### src/design/key_event_engine_unit_defines.svh
// ----------------------------------------------------------------------------
// Key event engine assertion macros
// Shared concurrent assertion forms used by the key event engine RTL.
// ----------------------------------------------------------------------------
`ifndef KEY_EVENT_ENGINE_UNIT_DEFINES_SVH
`define KEY_EVENT_ENGINE_UNIT_DEFINES_SVH

// Condition must hold at every clock edge outside reset
`define KEU_ASSERT_ALWAYS(label, clk, rst, cond, msg) \
   label: assert property (@(posedge clk) disable iff (rst) 1'b1 |-> (cond)) else $error(msg);

// Same-cycle implication
`define KEU_ASSERT_IMPL(label, clk, rst, ante, cons, msg) \
   label: assert property (@(posedge clk) disable iff (rst) (ante) |-> (cons)) else $error(msg);

// Next-cycle implication
`define KEU_ASSERT_NEXT(label, clk, rst, ante, cons, msg) \
   label: assert property (@(posedge clk) disable iff (rst) (ante) |=> (cons)) else $error(msg);

`endif

### src/design/keu_pkg.sv
// ----------------------------------------------------------------------------
// Key event engine package
// Widths, key bit maps, reset values and shared types of the key engine.
// ----------------------------------------------------------------------------
package keu_pkg;

   // Key vector and timer widths
   localparam int KEY_W      = 15;
   localparam int KEY_IDX_W  = 4;
   localparam int NUM_LONG   = 7;
   localparam int NUM_ARROW  = 4;
   localparam int HOLD_W     = 13;
   localparam int ARROW_T_W  = 12;
   localparam int POLLS_W    = 2;
   localparam int GUARD_W    = 6;

   // Debounce and startup guard
   localparam logic [POLLS_W-1:0] DEBOUNCE_POLLS = 2'd2;
   localparam logic [GUARD_W-1:0] GUARD_POLLS    = 6'd50;

   // Keys blocked by the startup guard, keys with short/long behavior
   localparam logic [KEY_W-1:0] GUARD_SET = 15'h201F;
   localparam logic [KEY_W-1:0] LONG_SET  = 15'h281F;

   // Arrow hold timer saturation point
   localparam logic [ARROW_T_W-1:0] HOLD_CAP_MS = 12'd2000;

   // Lane to key bit maps: move f2 f3 f4 auto save ch1 / left right up down
   localparam logic [KEY_IDX_W-1:0] LONG_BIT [NUM_LONG] =
      '{4'd0, 4'd1, 4'd2, 4'd3, 4'd4, 4'd13, 4'd11};
   localparam logic [KEY_IDX_W-1:0] ARROW_BIT [NUM_ARROW] =
      '{4'd6, 4'd7, 4'd8, 4'd9};

   // Control/status port
   localparam int CSR_IDX_W  = 3;
   localparam int CSR_DATA_W = 15;

   typedef enum logic [CSR_IDX_W-1:0] {
      CSR_ACTIVE_HIGH_MASK   = 3'd0,
      CSR_POLL_PERIOD        = 3'd1,
      CSR_LONG_PRESS         = 3'd2,
      CSR_REPEAT_START       = 3'd3,
      CSR_REPEAT_FAST        = 3'd4,
      CSR_REPEAT_SLOW_INTVL  = 3'd5,
      CSR_REPEAT_FAST_INTVL  = 3'd6
   } csr_index_type;

   // Register reset values
   localparam logic [KEY_W-1:0] RST_ACTIVE_HIGH_MASK = 15'd8;
   localparam logic [7:0]       RST_POLL_PERIOD      = 8'd20;
   localparam logic [11:0]      RST_LONG_PRESS       = 12'd700;
   localparam logic [10:0]      RST_REPEAT_START     = 11'd360;
   localparam logic [10:0]      RST_REPEAT_FAST      = 11'd900;
   localparam logic [10:0]      RST_SLOW_INTVL       = 11'd120;
   localparam logic [10:0]      RST_FAST_INTVL       = 11'd40;

   // Timing settings seen by the lanes
   typedef struct packed {
      logic [7:0]  poll_ms;
      logic [11:0] long_ms;
      logic [10:0] rep_start_ms;
      logic [10:0] rep_fast_ms;
      logic [10:0] slow_int_ms;
      logic [10:0] fast_int_ms;
   } timing_cfg_type;

   // Per-lane tick control
   typedef struct packed {
      logic step;
      logic now_key;
      logic last_key;
   } lane_ctl_type;

   // Long-capable lane events
   typedef struct packed {
      logic short_ev;
      logic long_ev;
   } long_evt_type;

   // Result payload, press events in the low bits
   typedef struct packed {
      logic [KEY_W-1:0]    debounced_keys;
      logic                repeat_flag;
      logic [NUM_LONG-1:0] long_events;
      logic [KEY_W-1:0]    press_events;
   } rsp_type;

   localparam int REQ_DATA_W = 16;
   localparam int RSP_DATA_W = 40;
   localparam int RSP_PAD_W  = RSP_DATA_W - $bits(rsp_type);

endpackage

### src/design/keu_long_lane.sv
// ----------------------------------------------------------------------------
// Key event engine long-press lane
// Hold timer for one short/long key: short event on release, long on hold.
// ----------------------------------------------------------------------------
module keu_long_lane (
   input  logic                   clock,
   input  logic                   reset,
   input  keu_pkg::timing_cfg_type cfg,
   input  keu_pkg::lane_ctl_type   ctl,
   output keu_pkg::long_evt_type   evt
);
   import keu_pkg::*;

   logic [HOLD_W-1:0] hold_ff, hold_in;
   logic              fired_ff, fired_in;
   logic [HOLD_W-1:0] long_ms_ext;
   logic [HOLD_W-1:0] hold_adv;

   // Timer advances only while below the long press threshold
   always_comb begin
      long_ms_ext = {1'b0, cfg.long_ms};
      hold_adv    = (hold_ff < long_ms_ext) ? hold_ff + HOLD_W'(cfg.poll_ms) : hold_ff;
   end

   // Per-tick update
   always_comb begin
      hold_in  = hold_ff;
      fired_in = fired_ff;
      evt      = '0;
      if (ctl.step) begin
         if (ctl.now_key) begin
            if (!ctl.last_key) begin
               hold_in  = '0;
               fired_in = 1'b0;
            end else if (!fired_ff) begin
               hold_in = hold_adv;
               if (hold_adv >= long_ms_ext) begin
                  fired_in    = 1'b1;
                  evt.long_ev = 1'b1;
               end
            end
         end else begin
            evt.short_ev = ctl.last_key & ~fired_ff;
            hold_in      = '0;
            fired_in     = 1'b0;
         end
      end
   end

   always_ff @(posedge clock) begin
      if (reset) begin
         hold_ff  <= '0;
         fired_ff <= 1'b0;
      end else begin
         hold_ff  <= hold_in;
         fired_ff <= fired_in;
      end
   end

endmodule

### src/design/keu_arrow_lane.sv
// ----------------------------------------------------------------------------
// Key event engine arrow lane
// Auto-repeat for one arrow key: slow interval, then fast after a hold time.
// ----------------------------------------------------------------------------
module keu_arrow_lane (
   input  logic                    clock,
   input  logic                    reset,
   input  keu_pkg::timing_cfg_type cfg,
   input  keu_pkg::lane_ctl_type   ctl,
   output logic                    fire
);
   import keu_pkg::*;

   logic [ARROW_T_W-1:0] hold_ff, hold_in;
   logic [ARROW_T_W-1:0] rep_ff, rep_in;
   logic [ARROW_T_W-1:0] hold_adv;
   logic [ARROW_T_W-1:0] rep_sum;
   logic [10:0]          interval;

   // Hold timer saturates at the cap, repeat timer accumulates once the repeat start is reached
   always_comb begin
      hold_adv = (hold_ff < HOLD_CAP_MS) ? hold_ff + ARROW_T_W'(cfg.poll_ms) : hold_ff;
      rep_sum  = rep_ff + ARROW_T_W'(cfg.poll_ms);
      interval = (hold_adv >= {1'b0, cfg.rep_fast_ms}) ? cfg.fast_int_ms : cfg.slow_int_ms;
   end

   // Per-tick update
   always_comb begin
      hold_in = hold_ff;
      rep_in  = rep_ff;
      fire    = 1'b0;
      if (ctl.step) begin
         if (!(ctl.now_key && ctl.last_key)) begin
            hold_in = '0;
            rep_in  = '0;
         end else begin
            hold_in = hold_adv;
            if (hold_adv >= {1'b0, cfg.rep_start_ms}) begin
               if (rep_sum >= {1'b0, interval}) begin
                  rep_in = '0;
                  fire   = 1'b1;
               end else begin
                  rep_in = rep_sum;
               end
            end
         end
      end
   end

   always_ff @(posedge clock) begin
      if (reset) begin
         hold_ff <= '0;
         rep_ff  <= '0;
      end else begin
         hold_ff <= hold_in;
         rep_ff  <= rep_in;
      end
   end

endmodule

### src/design/key_event_engine_unit.sv
// ----------------------------------------------------------------------------
// Key event engine
// Keypad debounce, startup guard, short/long press and arrow auto-repeat.
//
//   Channel  Direction  Item
//   req_     in         pin_levels, one poll tick per transfer
//   rsp_     out        press/long events, repeat flag, debounced keys
//   csr_     in         timing and polarity register writes
//
// One poll tick per clock cycle while req_tready is high; the result is registered.
// Seven long-press lanes and four arrow lanes update in parallel, then merge.
// A two-entry output buffer keeps req_tready high through one stalled result.
// Synchronous reset restores register defaults and the 50-tick startup guard.
// ----------------------------------------------------------------------------
`include "key_event_engine_unit_defines.svh"

module key_event_engine_unit (
   input  logic                             clock,
   input  logic                             reset,
   // req_tdata: [14:0] pin_levels
   input  logic                             req_tvalid,
   output logic                             req_tready,
   input  logic [keu_pkg::REQ_DATA_W-1:0]   req_tdata,
   // rsp_tdata: [14:0] press_events, [21:15] long_events, [22] repeat_flag,
   //            [37:23] debounced_keys
   output logic                             rsp_tvalid,
   input  logic                             rsp_tready,
   output logic [keu_pkg::RSP_DATA_W-1:0]   rsp_tdata,
   input  logic                             csr_we,
   input  logic [keu_pkg::CSR_IDX_W-1:0]    csr_index,
   input  logic [keu_pkg::CSR_DATA_W-1:0]   csr_wdata
);
   import keu_pkg::*;

   // Registers
   logic [KEY_W-1:0]   mask_ff;
   timing_cfg_type     cfg_ff;
   logic [KEY_W-1:0]   cand_ff, cand_in;
   logic [KEY_W-1:0]   stable_ff, stable_in;
   logic [POLLS_W-1:0] polls_ff, polls_in;
   logic               seen_ff, seen_in;
   logic [GUARD_W-1:0] guard_ff, guard_in;
   logic [KEY_W-1:0]   prev_ff, prev_in;
   logic [KEY_W-1:0]   blocked_ff, blocked_in;
   logic               rsp_valid_ff, rsp_valid_in;
   rsp_type            rsp_data_ff, rsp_data_in;
   logic               skid_valid_ff, skid_valid_in;
   rsp_type            skid_data_ff, skid_data_in;

   logic               acc;
   logic               out_take;
   logic               normal;
   logic [KEY_W-1:0]   raw;
   logic [KEY_W-1:0]   blk_norm;
   logic [KEY_W-1:0]   now_m;
   logic [KEY_W-1:0]   last_m;
   rsp_type            rsp_new;

   lane_ctl_type       long_ctl  [NUM_LONG];
   long_evt_type       long_evt  [NUM_LONG];
   lane_ctl_type       arrow_ctl [NUM_ARROW];
   logic               arrow_fire[NUM_ARROW];

   assign acc        = req_tvalid & req_tready;
   assign out_take   = rsp_valid_ff & rsp_tready;
   assign req_tready = ~skid_valid_ff;
   assign rsp_tvalid = rsp_valid_ff;
   assign rsp_tdata  = {{RSP_PAD_W{1'b0}}, rsp_data_ff};

   // Register writes
   always_ff @(posedge clock) begin
      if (reset) begin
         mask_ff            <= RST_ACTIVE_HIGH_MASK;
         cfg_ff.poll_ms     <= RST_POLL_PERIOD;
         cfg_ff.long_ms     <= RST_LONG_PRESS;
         cfg_ff.rep_start_ms <= RST_REPEAT_START;
         cfg_ff.rep_fast_ms <= RST_REPEAT_FAST;
         cfg_ff.slow_int_ms <= RST_SLOW_INTVL;
         cfg_ff.fast_int_ms <= RST_FAST_INTVL;
      end else if (csr_we) begin
         unique case (csr_index_type'(csr_index))
            CSR_ACTIVE_HIGH_MASK:  mask_ff             <= csr_wdata;
            CSR_POLL_PERIOD:       cfg_ff.poll_ms      <= csr_wdata[7:0];
            CSR_LONG_PRESS:        cfg_ff.long_ms      <= csr_wdata[11:0];
            CSR_REPEAT_START:      cfg_ff.rep_start_ms <= csr_wdata[10:0];
            CSR_REPEAT_FAST:       cfg_ff.rep_fast_ms  <= csr_wdata[10:0];
            CSR_REPEAT_SLOW_INTVL: cfg_ff.slow_int_ms  <= csr_wdata[10:0];
            CSR_REPEAT_FAST_INTVL: cfg_ff.fast_int_ms  <= csr_wdata[10:0];
            default: ;
         endcase
      end
   end

   // Polarity and debounce
   always_comb begin
      raw = ~(req_tdata[KEY_W-1:0] ^ mask_ff);
      if (raw == cand_ff) begin
         cand_in  = cand_ff;
         polls_in = (polls_ff < DEBOUNCE_POLLS) ? polls_ff + 2'd1 : polls_ff;
      end else begin
         cand_in  = raw;
         polls_in = '0;
      end
      stable_in = (polls_in >= DEBOUNCE_POLLS) ? cand_in : stable_ff;
   end

   // Startup phases and key blocking
   always_comb begin
      normal   = seen_ff && (guard_ff == '0);
      blk_norm = blocked_ff & stable_in;
      now_m    = stable_in & ~blk_norm;
      last_m   = prev_ff & ~blk_norm;
      seen_in    = 1'b1;
      guard_in   = guard_ff;
      blocked_in = blocked_ff;
      prev_in    = stable_in;
      if (!seen_ff) begin
         blocked_in = '0;
      end else if (guard_ff != '0) begin
         guard_in   = guard_ff - 6'd1;
         blocked_in = blocked_ff | (stable_in & GUARD_SET);
      end else begin
         blocked_in = blk_norm;
         prev_in    = now_m;
      end
   end

   // Long-capable key lanes
   for (genvar g = 0; g < NUM_LONG; g++) begin : g_long
      assign long_ctl[g] = '{step:     acc & normal,
                             now_key:  now_m[LONG_BIT[g]],
                             last_key: last_m[LONG_BIT[g]]};
      keu_long_lane u_lane (
         .clock (clock),
         .reset (reset),
         .cfg   (cfg_ff),
         .ctl   (long_ctl[g]),
         .evt   (long_evt[g])
      );
   end

   // Arrow key lanes
   for (genvar g = 0; g < NUM_ARROW; g++) begin : g_arrow
      assign arrow_ctl[g] = '{step:     acc & normal,
                              now_key:  now_m[ARROW_BIT[g]],
                              last_key: last_m[ARROW_BIT[g]]};
      keu_arrow_lane u_lane (
         .clock (clock),
         .reset (reset),
         .cfg   (cfg_ff),
         .ctl   (arrow_ctl[g]),
         .fire  (arrow_fire[g])
      );
   end

   // Merge lane results into one result
   always_comb begin
      rsp_new = '0;
      rsp_new.debounced_keys = stable_in;
      if (normal) begin
         rsp_new.press_events = now_m & ~last_m & ~LONG_SET;
      end
      for (int i = 0; i < NUM_LONG; i++) begin
         rsp_new.press_events[LONG_BIT[i]] =
            rsp_new.press_events[LONG_BIT[i]] | long_evt[i].short_ev;
         rsp_new.long_events[i] = long_evt[i].long_ev;
      end
      for (int i = 0; i < NUM_ARROW; i++) begin
         rsp_new.press_events[ARROW_BIT[i]] =
            rsp_new.press_events[ARROW_BIT[i]] | arrow_fire[i];
         rsp_new.repeat_flag = rsp_new.repeat_flag | arrow_fire[i];
      end
   end

   // Output register plus skid entry
   always_comb begin
      rsp_valid_in  = rsp_valid_ff;
      rsp_data_in   = rsp_data_ff;
      skid_valid_in = skid_valid_ff;
      skid_data_in  = skid_data_ff;
      if (skid_valid_ff) begin
         if (out_take) begin
            rsp_data_in   = skid_data_ff;
            skid_valid_in = 1'b0;
         end
      end else if (acc) begin
         if (!rsp_valid_ff || out_take) begin
            rsp_valid_in = 1'b1;
            rsp_data_in  = rsp_new;
         end else begin
            skid_valid_in = 1'b1;
            skid_data_in  = rsp_new;
         end
      end else if (out_take) begin
         rsp_valid_in = 1'b0;
      end
   end

   // Control state
   always_ff @(posedge clock) begin
      if (reset) begin
         cand_ff       <= '0;
         stable_ff     <= '0;
         polls_ff      <= '0;
         seen_ff       <= 1'b0;
         guard_ff      <= GUARD_POLLS;
         prev_ff       <= '0;
         blocked_ff    <= '0;
         rsp_valid_ff  <= 1'b0;
         skid_valid_ff <= 1'b0;
      end else begin
         if (acc) begin
            cand_ff    <= cand_in;
            stable_ff  <= stable_in;
            polls_ff   <= polls_in;
            seen_ff    <= seen_in;
            guard_ff   <= guard_in;
            prev_ff    <= prev_in;
            blocked_ff <= blocked_in;
         end
         rsp_valid_ff  <= rsp_valid_in;
         skid_valid_ff <= skid_valid_in;
      end
   end

   // Result payload
   always_ff @(posedge clock) begin
      rsp_data_ff  <= rsp_data_in;
      skid_data_ff <= skid_data_in;
   end

   // Checks
   `KEU_ASSERT_ALWAYS(a_blocked_guarded, clock, reset, (blocked_ff & ~GUARD_SET) == '0, "non-guarded key blocked")
   `KEU_ASSERT_ALWAYS(a_polls_range, clock, reset, polls_ff <= DEBOUNCE_POLLS, "debounce count overrun")
   `KEU_ASSERT_IMPL(a_skid_order, clock, reset, skid_valid_ff, rsp_valid_ff, "skid entry without output entry")
   `KEU_ASSERT_IMPL(a_guard_idle, clock, reset, !seen_ff, guard_ff == GUARD_POLLS, "guard ran before first tick")
   `KEU_ASSERT_NEXT(a_first_tick, clock, reset, acc && !seen_ff, seen_ff && (blocked_ff == '0), "first tick did not clear blocking")

endmodule

### config.mk
export PLATFORM = sky130hd
export DESIGN_NAME = key_event_engine_unit
export DESIGN_NICKNAME = d
export VERILOG_FILES = /design/src/design/keu_pkg.sv /design/src/design/keu_long_lane.sv /design/src/design/keu_arrow_lane.sv /design/src/design/key_event_engine_unit.sv
export VERILOG_INCLUDE_DIRS = /design/src /design/src/design
export SDC_FILE = /design/constraint.sdc
export NUM_CORES = 1
export LEC_CHECK = 0
export ABC_AREA = 1
export BUFFER_PORTS_ARGS = -buffer_cell sky130_fd_sc_hd__buf_2
export CAP_MARGIN = 10
export CORE_MARGIN = 2
export CORE_UTILIZATION = 45
export DETAILED_ROUTE_END_ITERATION = 8
export GPL_ROUTABILITY_DRIVEN = 0
export GPL_TIMING_DRIVEN = 0
export HOLD_SLACK_MARGIN = 0.1
export PLACE_DENSITY = 0.66
export SETUP_SLACK_MARGIN = 0.1
export SYNTH_ARGS = -nofsm -noshare
export SYNTH_HDL_FRONTEND = slang
export SYNTH_SLANG_ARGS = --single-unit
export TNS_END_PERCENT = 20
### constraint.sdc
create_clock -name clock -period 15.15 [get_ports clock]
set_clock_uncertainty 0.05 [all_clocks]
set_input_delay 1.515 -clock clock [delete_from_list [all_inputs] [get_ports clock]]
set_output_delay 1.515 -clock clock [all_outputs]
set_load 0.03 [all_outputs]
# ---- After elaboration in Yosys (flattened, before gate mapping)
# Index checks and enable logic that the tools add are counted.
dict set report op_classes {
  add_sub_neg 17
  order_cmp 32
  eq_ne 20
  mux 151
  bitwise_logic 42
  n_reduce_logical 35
}
# operator n
set op_table {}
lappend op_table {{$mux 13} 28}
lappend op_table {{$mux 12} 20}
lappend op_table {{$mux 38} 4}
lappend op_table {{$ge 12x11->1} 12}
lappend op_table {{$mux 15} 7}
lappend op_table {{$add 12x8->12} 8}
lappend op_table {{$add 13x8->13} 7}
lappend op_table {{$ge 13x12->1} 7}
lappend op_table {{$lt 13x12->1} 7}
lappend op_table {{$mux 1} 79}
lappend op_table {{$and 15x15->15} 4}
lappend op_table {{$lt 12x11->1 const B} 4}
lappend op_table {{$not 15->15} 3}
lappend op_table {{$mux 11} 4}
lappend op_table {{$reduce_and 2->1} 18}
lappend op_table {{$ne 3x3->1 const B} 7}
lappend op_table {{$mux 2} 9}
lappend op_table {{$eq 15x15->1} 1}
lappend op_table {{$or 15x14->15} 1}
lappend op_table {{$xor 15x15->15} 1}
lappend op_table {{$or 1x1->1} 14}
lappend op_table {{$reduce_and 3->1} 4}
lappend op_table {{$and 1x1->1} 10}
lappend op_table {{$eq 3x3->1 const B} 3}
lappend op_table {{other kinds (16)} 35}
dict set report word_totals {
  register_bits 420
  output_inout_bits 42
  wordCells 343
}

# ---- Depth between registers and ports, before layout
dict set report depth {
  word_depth 18
  depth_mapped 41
  depth_no_buf 41
}

# ---- Cells and area by module
# A second synthesis with hierarchy kept.
dict set report hier_totals {
  hier_cells 5286
  area_unflattened_um2 35353.9
}
# mod n_inst cells_per_inst area_each_um2 seq_area_each_um2
set by_module_without_submodules {}
lappend by_module_without_submodules {{keu_long_lane at g_long[1].u_lane ...} 5 315 1915.6 280.3}
lappend by_module_without_submodules {key_event_engine_unit 1 1153 9461.6 5285.1}
lappend by_module_without_submodules {{keu_arrow_lane at g_arrow[0].u_lane ...} 2 479 3148.0 480.5}
lappend by_module_without_submodules {{keu_long_lane at g_long[0].u_lane ...} 2 317 1923.1 280.3}
lappend by_module_without_submodules {{keu_arrow_lane at g_arrow[1].u_lane} 1 482 3104.2 480.5}
lappend by_module_without_submodules {{keu_arrow_lane at g_arrow[2].u_lane} 1 484 3067.9 480.5}

# ---- Worst setup path before layout
# Ideal clock, no wire load.
dict set report synth_timing {
  kind {register to register}
  start {reg cfg_ff[57] (netlist bit)}
  end {reg g_arrow[2].u_lane.rep_ff[10]}
  setup_time_ps 64
  arrival_time_ps 5248
  required_time_ps 15036
  setup_slack_ps 9788
  path_stages_with_launch 38
  synth_period_minus_slack_ps 5362
  cell_sequence {dfxtp_1 > inv_1 > fa_1 > nor2_1 > nor2_1 > nor2_1 > o21a_1 > nor3_1 > nand3b_1 > o21ai_0 > ha_1 > nand2_1 > nor2_1 > a211oi_1 > o21ai_0 > nand3_1 > nand2_1 > nand2_1 > [2 not listed] > nand2_1 > o21ai_0 > ha_1 > a21boi_0 > o21ai_0 > nand2_1 > nand2_1 > nand2_1 > nand2_1 > nand2_1 > nand2_1 > nand2_1 > nand2_1 > nand2_1 > nor2_1 > buf_2 > a21oi_1 > nor2_1}
}
dict set report synth_via {
  elab_chain_len 8
  word_cells_on_any_way 12
}
# element line_no
set synth_lines {}
lappend synth_lines {{start, declared} key_event_engine_unit.sv:37} ;# timing_cfg_type cfg_ff;
lappend synth_lines {{$add 12x8->12} keu_arrow_lane.sv:22} ;# hold_adv = (hold_ff < HOLD_CAP_MS) ? hold_ff + ARROW_T_W'(cfg.poll_ms) : hold_ff;
lappend synth_lines {{$mux 12} keu_arrow_lane.sv:22}
lappend synth_lines {{$ge 12x11->1} keu_arrow_lane.sv:24} ;# interval = (hold_adv >= {1'b0, cfg.rep_fast_ms}) ? cfg.fast_int_ms : cfg.slow_int_ms;
lappend synth_lines {{$mux 11} keu_arrow_lane.sv:24}
lappend synth_lines {{$ge 12x11->1} keu_arrow_lane.sv:39} ;# if (rep_sum >= {1'b0, interval}) begin
lappend synth_lines {{$mux 12} keu_arrow_lane.sv:39}
lappend synth_lines {{$mux 12} keu_arrow_lane.sv:38} ;# if (hold_adv >= {1'b0, cfg.rep_start_ms}) begin
lappend synth_lines {{$mux 12} keu_arrow_lane.sv:33} ;# if (!(ctl.now_key && ctl.last_key)) begin
lappend synth_lines {{end signal, assigned} keu_arrow_lane.sv:56} ;# rep_ff <= rep_in;
lappend synth_lines {{end, declared} keu_arrow_lane.sv:15} ;# logic [ARROW_T_W-1:0] rep_ff, rep_in;
# Parallel ways exist; a longest one is shown, timed or not. The select of a mux whose other input is x is not followed.
# A chain may end at the register's enable or synchronous reset.

==> metrics.yaml <==
max-cap-violations: 0
grt_max_degree: 27
nNetsFinal: 4871
critPathCapture: "rsp_tdata[7]$_DFFE_PP_"
rr_worst_depth: 38
layout_setup_ws_ns: 9.01
layout_common_cells: "nand2_1, inv_1, ha_1, a21oi_1, nor2_1"
clock_latency_ns: 0.61
clkSlewWorstSetupHoldPaths_ns: 0.06
cp-start-kind: "flop"
h-tree-depth: 2
cts_setup_buffers: 0
grt_pass1_vias: 26977
hold_class: "reg2reg"
avgSynthCellArea_um2: 7.31
root_buffer: "clkbuf_16"
syn_to_final_growth_pct: 10.5
drt_first_pass_iters: 5
portBuffers: 76
cts_hold_buf: 0
drtAntennaViolNets: 0
yosysWarnings: 0
pre_cts_ws_ns: 9.15
rsz0062_at_grt: "false"
synth_edf_count: 76
fmax_ghz: 0.163
drive_above_1_share_pct: 8.81
drv_slew: 0
min_period_ns: 6.14
cp_max_fo: 16
avgViaCountPerCell: 5.47
cts_tree: "yes"
detail_route.iter0.violations: 2171
r2r-end: "rsp_tdata[7]$_DFFE_PP_"
grt.total_usage_pct: 27.1
setup_violations: 0
timing.setup.tns_ns: 0
cp_slowest_cell: "dfxtp_2"
cts_resized: 0
hold_viol: 0
relSlewSlack_pct: 17.6
leakage_nw: 15.9
status: "finished, final reports clean"
r2r-start: "cfg_ff[56]$_SDFFE_PP0P_"
synth_cells: 4268
wire_per_inst_um: 18.2
dieArea_mm2: 0.0715
clock_path_buffers: 3
synth-seq-cells: 420
row_count: 96
criticalPathCategory: "reg2reg"
antenna_found_initial: 2
synth.cell_area_mm2: 0.0312
grt_pass1_wl_mm: 151
fp.coreArea_mm2: 0.0686
critPathLaunch: "cfg_ff[56]$_SDFFE_PP0P_"
worst_pin_slew_ns: 1.24
p_per_area_mw_per_mm2: 76.3
crit_arrival_ns: 6.45
ys_types: 58
diodes: 0
r2r_slack_ns: 9.01
crit_path_frequent_cell: "nand2_1"
irDropWorstVdd_uv: 85.8
required_ns: 15.46
overflow: 0
cts_buffers: 48
max_stage_delay_ns: 0.88
clock-sinks: 420
chipWidth_um: 267
fin_crit_sh_pct: 40.5
start_util_pct: 45.5
drc: 0
worst_setup_path_end_kind: "flop"
final_common_cell: "nand2_1"
dr_total_vias: 29355
routed_wl_mm: 97.7
yosys_most_used_dff: "dfxtp_1"
io_pins: 81
synth-seq-area-share_pct: 29.4
die_y_um: 267
synthArstFlopShare_pct: 0
hpwl_mm: 70.6
-- Yosys cell counts (6+ instances only) --
master | instances | share of area (%)
a21oi_2 | 48 | 1.3
a21o_1 | 12 | 0.29
xor2_1 | 78 | 2.2
o211ai_1 | 38 | 0.91
nor2_1 | 366 | 4.4
o31ai_1 | 6 | 0.14
xnor2_1 | 45 | 1.3
nand3_4 | 6 | 0.34
buf_4 | 8 | 0.19
mux2_2 | 7 | 0.25
dfxtp_1 | 344 | 22
buf_2 | 16 | 0.26
nand3b_1 | 14 | 0.34
ha_1 | 416 | 17
o21ai_2 | 10 | 0.28
a21boi_0 | 12 | 0.29
clkbuf_1 | 86 | 1.0
or2_2 | 8 | 0.16
nor3_1 | 59 | 0.95
o21ai_0 | 360 | 5.8
nand2_1 | 882 | 11
a31oi_1 | 25 | 0.50
nand4_1 | 41 | 0.82
nand2_2 | 70 | 1.4
o21bai_1 | 7 | 0.17
nand3_1 | 216 | 3.5
a21oi_1 | 410 | 6.6
buf_6 | 6 | 0.22
inv_1 | 437 | 5.3
inv_2 | 21 | 0.25
edfxtp_1 | 76 | 7.3
a211oi_1 | 37 | 0.89
o221ai_1 | 6 | 0.17
fa_1 | 15 | 0.96
buf_1 | 7 | 0.084
o21a_1 | 14 | 0.34
-- state kept, by name (all words and copies together), names as in the netlist --
signal and count:
skid_data_ff 38, stable_ff 15, blocked_ff 15, guard_ff 6
mask_ff 15, g_long.u_lane.hold_ff 91, g_arrow.u_lane.hold_ff 48, rsp_tdata 38
g_long.u_lane.fired_ff 7, g_arrow.u_lane.rep_ff 48, rsp_tvalid 1, cand_ff 15
cfg_ff 64, prev_ff 15, seen_ff 1, skid_valid_ff 1
polls_ff 2
-- cell families after synthesis --
kind of cell	count (synthesis)	share of synthesized area, %
fa+ha+maj	431	17.6
compound gates	1003	18.2
flops	420	29.4
xor+xnor	123	3.45
buf+inv	593	7.64
other cells	1	0.0120
mux	10	0.349
simple gates	1687	23.3
-- through the flow --
stage / total power, mW / util [%] / hold slack [ns] / instance area (um2) / cells
6_report: 2.63 / 50.2 / 0.400 / 34500 / 5371
5_1_grt: 2.71 / 50.2 / 0.419 / 34500 / 5371
4_1_cts: 2.64 / 50.2 / 0.397 / 34500 / 5371
3_5_place_dp: 1.46 / 48.0 / 0.387 / 32900 / 5282
3_3_place_gp: 1.45 / 47.7 / 0.385 / 32700 / 5276
2_1_floorplan: 1.36 / - / 0.376 / 31200 / 4269
-- layer usage --
layer  wire, um  track usage [%]  vias to the layer above  share of wire [%]
met1      44000             36.8                    13620                 45
met2      44000             44.6                      900                 45
li1           -                -                    14677                  -
met4       3130             8.61                        0                3.2
met3       6580             3.34                      158                6.7
met5          0                0                        -                  0
-- where the power goes --
group,internal [mW],switching (mW),leakage (nW)
Sequential,1.16,0.0215,3.52
Combinational,0.0755,0.183,11.6
Clock,0.685,0.509,0.759
Total,1.92,0.714,15.9
-- how the worst min path moves through the flow --
stage	startpoint	end	slack [ns]	cells after the start
2_1_floorplan	g_long[5].u_lane.fired_ff$_SDFFE_PP0P_	g_long[5].u_lane.fired_ff$_SDFFE_PP0P_	0.38	2
3_3_place_gp	g_long[1].u_lane.fired_ff$_SDFFE_PP0P_	g_long[1].u_lane.fired_ff$_SDFFE_PP0P_	0.38	2
3_5_place_dp	g_long[1].u_lane.fired_ff$_SDFFE_PP0P_	g_long[1].u_lane.fired_ff$_SDFFE_PP0P_	0.39	2
4_1_cts	g_long[5].u_lane.fired_ff$_SDFFE_PP0P_	g_long[5].u_lane.fired_ff$_SDFFE_PP0P_	0.40	2
5_1_grt	g_long[1].u_lane.fired_ff$_SDFFE_PP0P_	g_long[1].u_lane.fired_ff$_SDFFE_PP0P_	0.42	2
6_report	g_long[0].u_lane.fired_ff$_SDFFE_PP0P_	g_long[0].u_lane.fired_ff$_SDFFE_PP0P_	0.40	2
-- worst max-delay path, delay by kind of cell, from the launching register on --
family | cells | cell delay [ns]
AO/OA/AOI/OAI | 8 | 1.73
adder cells (fa/ha/maj) | 4 | 1.15
buffers and inverters | 3 | 0.35
AND/OR/NAND/NOR | 22 | 1.61
XOR/XNOR | 1 | 0.09
flip-flops | 1 | 0.88
-- cell type report --
cell class / instances / area [um2]
Buffer: 129 / 642
Clock buffer: 69 / 1380
Clock inverter: 20 / 186
Fill cell: 6717 / 34100
Inverter: 464 / 1740
Multi-Input combinational cell: 3256 / 19700
Sequential cell: 420 / 9180
Tap cell: 931 / 1160
Timing Repair Buffer: 82 / 508
(Power assumes the default switching activity.)
